[src/rtl/mwg_pkg.sv]
`timescale 1ns / 1ps
// ----------------------------------------------------------------------------
// mwg_pkg
// Shared types and constants for the majority walker grid step block.
// ----------------------------------------------------------------------------
package mwg_pkg;

  // Grid side. The coordinate fields are 9 bits wide, so the side is a power of
  // two and wrapping of an incoming coordinate is a plain mask.
  localparam int unsigned GRID_SIDE = 512;
  localparam int unsigned COORD_W   = $clog2(GRID_SIDE);
  localparam int unsigned ADDR_W    = 2 * COORD_W;
  localparam int unsigned CNT_W     = 3;   // a neighbour count runs 0..4
  localparam int unsigned FRAC_W    = 16;
  localparam int unsigned PICK_W    = 4;

  localparam logic [FRAC_W-1:0] THRESHOLD_RESET = 16'd42598;

  // action codes
  localparam logic [1:0] ACT_WRITE = 2'd0;
  localparam logic [1:0] ACT_STEP  = 2'd1;
  localparam logic [1:0] ACT_READ  = 2'd2;

  typedef enum logic [1:0] {
    DIR_EAST  = 2'd0,
    DIR_NORTH = 2'd1,
    DIR_WEST  = 2'd2,
    DIR_SOUTH = 2'd3
  } dir_e;

  typedef logic [3:0][CNT_W-1:0] count_t;

  // one access to the single-port grid memory
  typedef struct packed {
    logic              en;
    logic              we;
    logic [ADDR_W-1:0] addr;
    logic [1:0]        wdata;
  } ram_req_t;

endpackage

[src/rtl/mwg_vote.sv]
`timescale 1ns / 1ps
// ----------------------------------------------------------------------------
// mwg_vote
// Picks the next direction from the neighbour counts: one of the tied maxima
// when the majority is followed, else the random direction.
// ----------------------------------------------------------------------------
module mwg_vote (
  input  mwg_pkg::count_t                  counts_i,
  input  logic [mwg_pkg::PICK_W-1:0]       tie_pick_i,
  input  logic                             use_majority_i,
  input  logic [1:0]                       random_direction_i,
  output logic [1:0]                       dir_o
);

  // tie_pick mod 3
  localparam logic [1:0] MOD3 [16] = '{
    2'd0, 2'd1, 2'd2, 2'd0, 2'd1, 2'd2, 2'd0, 2'd1,
    2'd2, 2'd0, 2'd1, 2'd2, 2'd0, 2'd1, 2'd2, 2'd0
  };

  logic [mwg_pkg::CNT_W-1:0] best;
  logic [3:0]                is_max;
  logic [2:0]                tie_cnt;
  logic [1:0]                sel;
  logic [1:0]                seen;
  logic                      found;

  always_comb begin
    best = counts_i[0];
    for (int d = 1; d < 4; d++) begin
      if (counts_i[d] > best) begin
        best = counts_i[d];
      end
    end
    for (int d = 0; d < 4; d++) begin
      is_max[d] = (counts_i[d] == best);
    end
    tie_cnt = {2'b00, is_max[0]} + {2'b00, is_max[1]}
            + {2'b00, is_max[2]} + {2'b00, is_max[3]};

    unique case (tie_cnt)
      3'd1:    sel = 2'd0;
      3'd2:    sel = {1'b0, tie_pick_i[0]};
      3'd3:    sel = MOD3[tie_pick_i];
      default: sel = tie_pick_i[1:0];
    endcase

    dir_o = random_direction_i;
    seen  = 2'd0;
    found = 1'b0;
    if (use_majority_i) begin
      for (int d = 0; d < 4; d++) begin
        if (is_max[d] && !found) begin
          if (seen == sel) begin
            dir_o = 2'(d);
            found = 1'b1;
          end else begin
            seen = seen + 2'd1;
          end
        end
      end
    end
  end

endmodule

[config.mk]
export PLATFORM = sky130hd
export DESIGN_NAME = mwg_vote
export DESIGN_NICKNAME = d
export VERILOG_FILES = /design/src/rtl/mwg_pkg.sv /design/src/rtl/mwg_vote.sv
export SDC_FILE = /design/constraint.sdc
export NUM_CORES = 1
export LEC_CHECK = 0
export CORE_UTILIZATION = 45
export DETAILED_ROUTE_END_ITERATION = 7
export DONT_BUFFER_PORTS = 1
export PLACE_DENSITY = 0.56
export SLEW_MARGIN = 20
export SYNTH_ARGS = -nofsm -noshare
export SYNTH_HDL_FRONTEND = slang
export SYNTH_SLANG_ARGS = --single-unit
[constraint.sdc]
create_clock -name vclk -period 8.8
set_input_delay 0.44 -clock vclk [all_inputs]
set_output_delay 0.44 -clock vclk [all_outputs]
set_load 0.005 [all_outputs]
==> metrics.cfg, run 1 <==
[routing]
drc = 0
via_count = 1138
ant_nets = 0
drt_iter0_markers = 16
wl_um = 2540
routedWlPerCell_um = 13.7
viasPerCell = 6.12
drt_pass1_iterations = 4

[timing]
min_period_ns = 8.07
period_share = 0.917
maxSlewViolCount = 0
slew_headroom = 0.497
grt_setup_unrepaired = no
hold_viol = 0
finalSetupTns_ns = 0
fin_ws_ns = 0.735
setup_viol = 0
tightest_slew_ns = 0.746
max_freq_mhz = 124

[floorplan]
fp-row-count = 18
die_h_um = 53.0
die_x_um = 53.0
core_area_um2 = 2450
initial_utilization = 0.476
die_area_um2 = 2800
io_pins = 21

[critical_path]
crit_type = in -> out
end_kind = primary output
crit_path_start_kind = primary input
cp_max_fo = 8
arrival_ns = 7.63
cp_slowest_cell = o41a_1
cpPeakStageDelay_ns = 0.55
critPathMostFrequentCell = ha_1
critPathRequiredTime_ns = 8.36

[hold_path]
hold_path.startpoint = use_majority_i
whs_path_depth = 2
hp-class = in -> out
min_to = dir_o[1]

[grt]
grt_pass1_vias = 1084
antenna_found_initial = 0
grt_pass1_wl_um = 4370
overflow = 0
grtUsageTotal = 0.200
grt_max_degree = 9

[place]
dpl.hpwl_um = 2250
place_congestion = 0.848
pre_cts_ws_ns = 0.703
port_buffers = 0

[cells_and_area]
n_antenna_cell = 0
layout.nets = 192
nClkBuffers = 0
register_area_um2 = 0
multi_input_area_um2 = 1110
seq_cells = 0
area_growth_pct = 2.25
nFillCells = 264
drive_gt1_frac = 0.154
layout_common_cells = 14 x nor2_1, 14 x ha_1, 12 x o21ai_0, 11 x inv_1, 11 x a21oi_1

[job]
timing.max_cap.violations = 0

[outcome]
status = completed

[synthesis]
yosysTopAreaCellShare = 0.150
syn_area_um2 = 1170
yosys_warnings = 0
synth_top_area_cell = ha_1
avgSynthCellArea_um2 = 7.44
synth_cells = 157
syn_nets = 191
synth_cell_types = 58
seq_area_frac_synth = 0
synth.area.top_cells = ha_1 15%, xnor2_1 5.2%, o21ai_0 5.1%, a21oi_1 4.7%, nor2_1 4.5%

[power]
power_leakage_nw = 0.518
power_density_nw_per_um2 = 293
ir_drop_mv = 0.148

[clocking]
holdBufCountCts = 0
postCtsSetupBuffers = 0
ctsResizeCount = 0

==> per-stage QoR <==
step	utilization	area (um^2)	cells	hold WS, ns	power [W]
after global routing	0.487	1190	186	1.15	0.000395
after floorplan	-	1170	157	1.12	0.000293
after global placement	0.487	1190	186	1.14	0.000342
after CTS	0.487	1190	186	1.14	0.000350
after detailed placement	0.487	1190	186	1.14	0.000350
final	0.487	1190	186	1.14	0.000350
==> critical path: cells and delay by family <==
kind	cells	cell delay (ns)
AND/OR/NAND/NOR	6	1.36
buffers and inverters	3	0.24
adder cells (fa/ha/maj)	7	2.17
AO/OA/AOI/OAI	15	3.25
XOR/XNOR	1	0.16
==> power breakdown <==
part,internal [W],switching (W)
clock network,0,0
registers,0,0
logic,0.000144,0.000206
total,0.000144,0.000206
==> cells by family after synthesis <==
group / Yosys count / synth area share
adder cells (fa/ha/maj): 16 / 0.177
multiplexers: 4 / 0.0375
buffers and inverters: 14 / 0.0525
XOR/XNOR: 10 / 0.0750
AO/OA/AOI/OAI: 59 / 0.392
AND/OR/NAND/NOR: 54 / 0.267
==> Yosys cell counts, drive strengths merged, types with 2 or more instances <==
master / n
xnor2: 7
ha: 14
or2: 3
xor2: 3
nand3: 6
a211oi: 4
inv: 12
a311o: 2
o32ai: 2
nand2b: 4
mux2i: 4
nand3b: 2
and2b: 2
nor3: 3
nand2: 11
o21ai: 14
a21oi: 14
nor2: 14
and3: 2
o21a: 3
or3: 2
o31ai: 4
a31oi: 3
a41oi: 3
==> final cells by class <==
type / count / area share
Tap cell: 30 / 0.0314
Multi-Input combinational cell: 143 / 0.927
Inverter: 13 / 0.0419
==> metal layers <==
layer | vias up | track usage | share of wire | routed length (um)
met4 | 0 | 0 | 0 | 0
met5 | - | 0 | 0 | 0
li1 | 599 | - | - | -
met2 | 12 | 0.414 | 0.53 | 1340
met1 | 527 | 0.236 | 0.45 | 1140
met3 | 0 | 0.00287 | 0.022 | 56
==> how the worst max path moves through the flow <==
stage | startpoint | endpoint | cells after the start
floorplan | counts_i[1] | dir_o[0] | 32
global placement | counts_i[1] | dir_o[0] | 32
detailed placement | counts_i[1] | dir_o[0] | 32
CTS | counts_i[1] | dir_o[0] | 32
global route | counts_i[3] | dir_o[0] | 34
finish | counts_i[1] | dir_o[0] | 32
(Power assumes the default switching activity.)
==> run 2, diff against run 1 <==
Clock period 8.8 ns to 10.3 ns, I/O delays scaled along.
==> metrics.cfg, run 2 (synthesis gave the netlist of run 1 again) <==
[critical_path]
cp_top_family = compound AO/OA/AOI/OAI gates
path_depth = 32
cp_max_fo = 8
critPathRequiredTime_ns = 9.79
critPathLaunch = counts_i[1]
crit_type = in -> out
cpPeakStageDelay_ns = 0.55
crit_path_start_kind = primary input
worst-path-buf-inv = 3
critPathMostFrequentCell = ha_1
critical_path.endpoint = dir_o[0]
cp_slowest_cell = o41a_1
end_kind = primary output
arrival_ns = 7.72

[timing]
setup_viol = 0
tightest_slew_ns = 0.723
finalSetupTns_ns = 0
grt_setup_unrepaired = no
min_period_ns = 8.23
period_share = 0.799
hold_ws_ns = 1.29
maxSlewViolCount = 0
hold_viol = 0
max_freq_mhz = 122
slew_headroom = 0.513

[routing]
routedWlPerCell_um = 14.1
viasPerCell = 6.18
ant_nets = 0
via_count = 1149
drt_iter0_markers = 22
drc = 0
drt_pass1_iterations = 4
wl_um = 2630

[place]
placed_cell_area_um2 = 1190
place_congestion = 0.850
dpl.hpwl_um = 2320
port_buffers = 0

[floorplan]
die_x_um = 53.0
die_h_um = 53.0
core_area_um2 = 2450
die_area_um2 = 2800
initial_utilization = 0.476
fp-row-count = 18
io_pins = 21

[power]
power_leakage_nw = 0.518
p_total_w = 0.000302
ir_drop_mv = 0.130
power_density_nw_per_um2 = 253

[cells_and_area]
area_growth_pct = 2.25
drive_gt1_frac = 0.154
register_area_um2 = 0
design_area_um2 = 1190
nClkBuffers = 0
seq_cells = 0
layout_common_cells = 14 x nor2_1, 14 x ha_1, 12 x o21ai_0, 11 x inv_1, 11 x a21oi_1
n_antenna_cell = 0
layout.nets = 192

[clocking]
holdBufCountCts = 0
ctsResizeCount = 0
postCtsSetupBuffers = 0

[grt]
grt_max_degree = 9
antenna_found_initial = 0
overflow = 0
grt_pass1_wl_um = 4290
grt_pass1_vias = 1004
grtUsageTotal = 0.197

[hold_path]
hp-class = in -> out

[outcome]
status = completed

[job]
timing.max_cap.violations = 0

==> run 2: cell counts in the layout (fill, tap and decap cells not counted) <==
Identical to the previous run, type by type.
==> run 2: area by class of cell <==
type	instances	area, um^2
inverter	13	50.0
tap	30	37.5
fill	254	1260
multi-input combinational	143	1110
==> run 2: where the power goes <==
group          switching (W)  leakage [nW]  internal (W)  total [W]
Combinational       0.000178         0.518      0.000123   0.000302
Sequential                 0             0             0          0
Clock                      0             0             0          0
==> run 2: per-stage QoR <==
| stage | setup WS (ns) | utilization | cells |
|---|---|---|---|
| global route | 1.52 | 0.487 | 186 |
| global placement | 2.18 | 0.487 | 186 |
| finish | 2.07 | 0.487 | 186 |
| floorplan | 2.78 | - | 157 |
| detailed placement | 2.05 | 0.487 | 186 |
| CTS | 2.03 | 0.487 | 186 |
==> run 2: layer usage <==
metal	up-vias	share of wire	GRT usage
met5	-	0	0
met4	0	0	0
met3	0	0.025	0.00287
li1	602	-	-
met1	532	0.44	0.240
met2	15	0.54	0.399
==> run 2: how the worst min path moves through the flow <==
stage                   start        to  cells past startpoint
6_report       use_majority_i  dir_o[1]                      2
5_1_grt        use_majority_i  dir_o[1]                      2
4_1_cts        use_majority_i  dir_o[1]                      2
3_5_place_dp   use_majority_i  dir_o[1]                      2
3_3_place_gp   use_majority_i  dir_o[1]                      2
2_1_floorplan  use_majority_i  dir_o[1]                      2
==> run 3, diff against run 2 <==
Settings changed: ABC_AREA from default to 1.
Clock period 10.3 ns to 7.7 ns, I/O delays scaled along.
==> metrics.cfg, run 3 <==
[power]
ir_drop_mv = 0.136
seqPwrFrac = 0
p_sw_w = 0.000216
swShare = 0.672
power_leakage_nw = 0.681
power_density_nw_per_um2 = 282
p_int_w = 0.000106
clockPowerShare = 0
comb_power_share = 1.000

[cells_and_area]
drive_gt1_frac = 0.150
post-route-util = 0.502
layout.nets = 229
nFillCells = 241
final_cell_count_no_fill = 221
seq_cells = 0
nClkBuffers = 0
layout_common_cells = 54 x nand2_1, 34 x nand3_1, 31 x inv_1, 14 x ha_1, 10 x nand2_2
n_antenna_cell = 0
area_growth_pct = 3.16
register_area_um2 = 0
final_common_cell = nand2_1

[hold_path]
whs_path_depth = 2
min_to = dir_o[0]
hp-class = in -> out
hold_path.startpoint = use_majority_i

[synthesis]
yosysTopAreaCellShare = 0.183
synth_top_area_cell = nand2_1
ys_top_cells_by_count = 54 x nand2_1, 34 x nand3_1, 31 x inv_1, 14 x ha_1, 10 x nand2_2
seq_area_frac_synth = 0
synth_cells = 193
avgSynthCellArea_um2 = 5.74
yosys_warnings = 0
synth.area.top_cells = nand2_1 18%, ha_1 16%, nand3_1 15%, inv_1 10%, nand3_2 6.3%
synth_cell_types = 27
yosys.cell_count.top_type = nand2_1
syn_area_um2 = 1110
syn_nets = 227

[routing]
drt_iter0_markers = 53
via_count = 1195
viasPerCell = 5.41
wl_um = 2560
drt_pass1_iterations = 4
drc = 0
routedWlPerCell_um = 11.6
ant_nets = 0

[grt]
grt_max_degree = 7
overflow = 0
antenna_found_initial = 0
grt_pass1_wl_um = 4570
grtUsageTotal = 0.214
grt_pass1_vias = 1141

[critical_path]
arrival_ns = 6.47
cp_max_fo = 6
cp_slowest_cell = fa_1
end_kind = primary output
critPathMostFrequentCell = nand2_1
cpPeakStageDelay_ns = 0.48
crit_path_start_kind = primary input
crit_type = in -> out
critPathRequiredTime_ns = 7.32

[job]
timing.max_cap.violations = 0

[place]
dpl.hpwl_um = 2360
port_buffers = 0
place_congestion = 0.859
dp.cells = 221

[timing]
period_share = 0.891
hold_viol = 0
setup_viol = 0
grt_setup_unrepaired = no
tightest_slew_ns = 0.379
max_freq_mhz = 146
min_period_ns = 6.86
maxSlewViolCount = 0
finalSetupTns_ns = 0
slew_headroom = 0.745

[clocking]
postCtsSetupBuffers = 0
holdBufCountCts = 0
ctsResizeCount = 0

[floorplan]
core_area_um2 = 2280
die_x_um = 51.6
io_pins = 21
fp-row-count = 17
die_area_um2 = 2670
initial_utilization = 0.487
die_h_um = 51.6

[outcome]
status = completed

## run 3: cell types whose count changed in the layout (fill, tap and decap cells not counted), sizes merged, moves of 4 or more
cell and change:
xnor2 -7, nand3 +36, inv +20, nand2 +55
nand2b -4, o21ai -9, a211oi -4, a21oi -5
o31ai -4
## run 3: worst max-delay path by stage
stage	from	to	slack (ns)	cells past startpoint
after CTS	counts_i[2]	dir_o[0]	0.83	44
after floorplan	counts_i[2]	dir_o[0]	1.50	44
after global placement	counts_i[2]	dir_o[0]	1.03	44
after global routing	counts_i[2]	dir_o[0]	0.21	45
after detailed placement	counts_i[2]	dir_o[0]	0.85	44
final	counts_i[2]	dir_o[0]	0.84	44
## run 3: worst max-delay path: cells and delay by family
family | cells | cell delay (ns)
AOI/OAI and AO/OA | 5 | 0.82
adders and majority gates | 7 | 2.04
buffers and inverters | 7 | 0.60
and+or+nand+nor | 25 | 2.61
## run 3: cell type report
class / instances / area (um^2) / share of cell area
Multi-Input combinational cell: 161 / 988 / 0.864
Tap cell: 28 / 35.0 / 0.0306
Inverter: 32 / 120 / 0.105
## run 3: metrics by stage
step | cell area [um^2] | hold slack, ns | worst slack [ns] | total power (W)
floorplan | 1110 | 0.887 | 1.50 | 0.000270
global placement | 1140 | 0.897 | 1.03 | 0.000315
detailed placement | 1140 | 0.908 | 0.848 | 0.000322
CTS | 1140 | 0.907 | 0.834 | 0.000324
global route | 1140 | 0.930 | 0.212 | 0.000371
finish | 1140 | 0.901 | 0.843 | 0.000322
## run 3: layer usage
| metal | up-vias | GRT usage | share of wire |
|---|---|---|---|
| met4 | 0 | 0 | 0.0027 |
| met3 | 2 | 0.00877 | 0.057 |
| met5 | - | 0 | 0 |
| met2 | 37 | 0.368 | 0.43 |
| met1 | 518 | 0.310 | 0.51 |
| li1 | 638 | - | - |
## run 3: power groups by stage
stage | combinational, W | sequential (W) | clock (W)
floorplan | 0.000270 | 0 | 0
global placement | 0.000315 | 0 | 0
detailed placement | 0.000322 | 0 | 0
CTS | 0.000324 | 0 | 0
global route | 0.000371 | 0 | 0
finish | 0.000322 | 0 | 0
## run 3: logic make-up after synthesis
logic type,synth area share
compound gates,0.0948
xor+xnor,0.0237
fa+ha+maj,0.176
buf+inv,0.108
mux,0.00903
simple gates,0.588
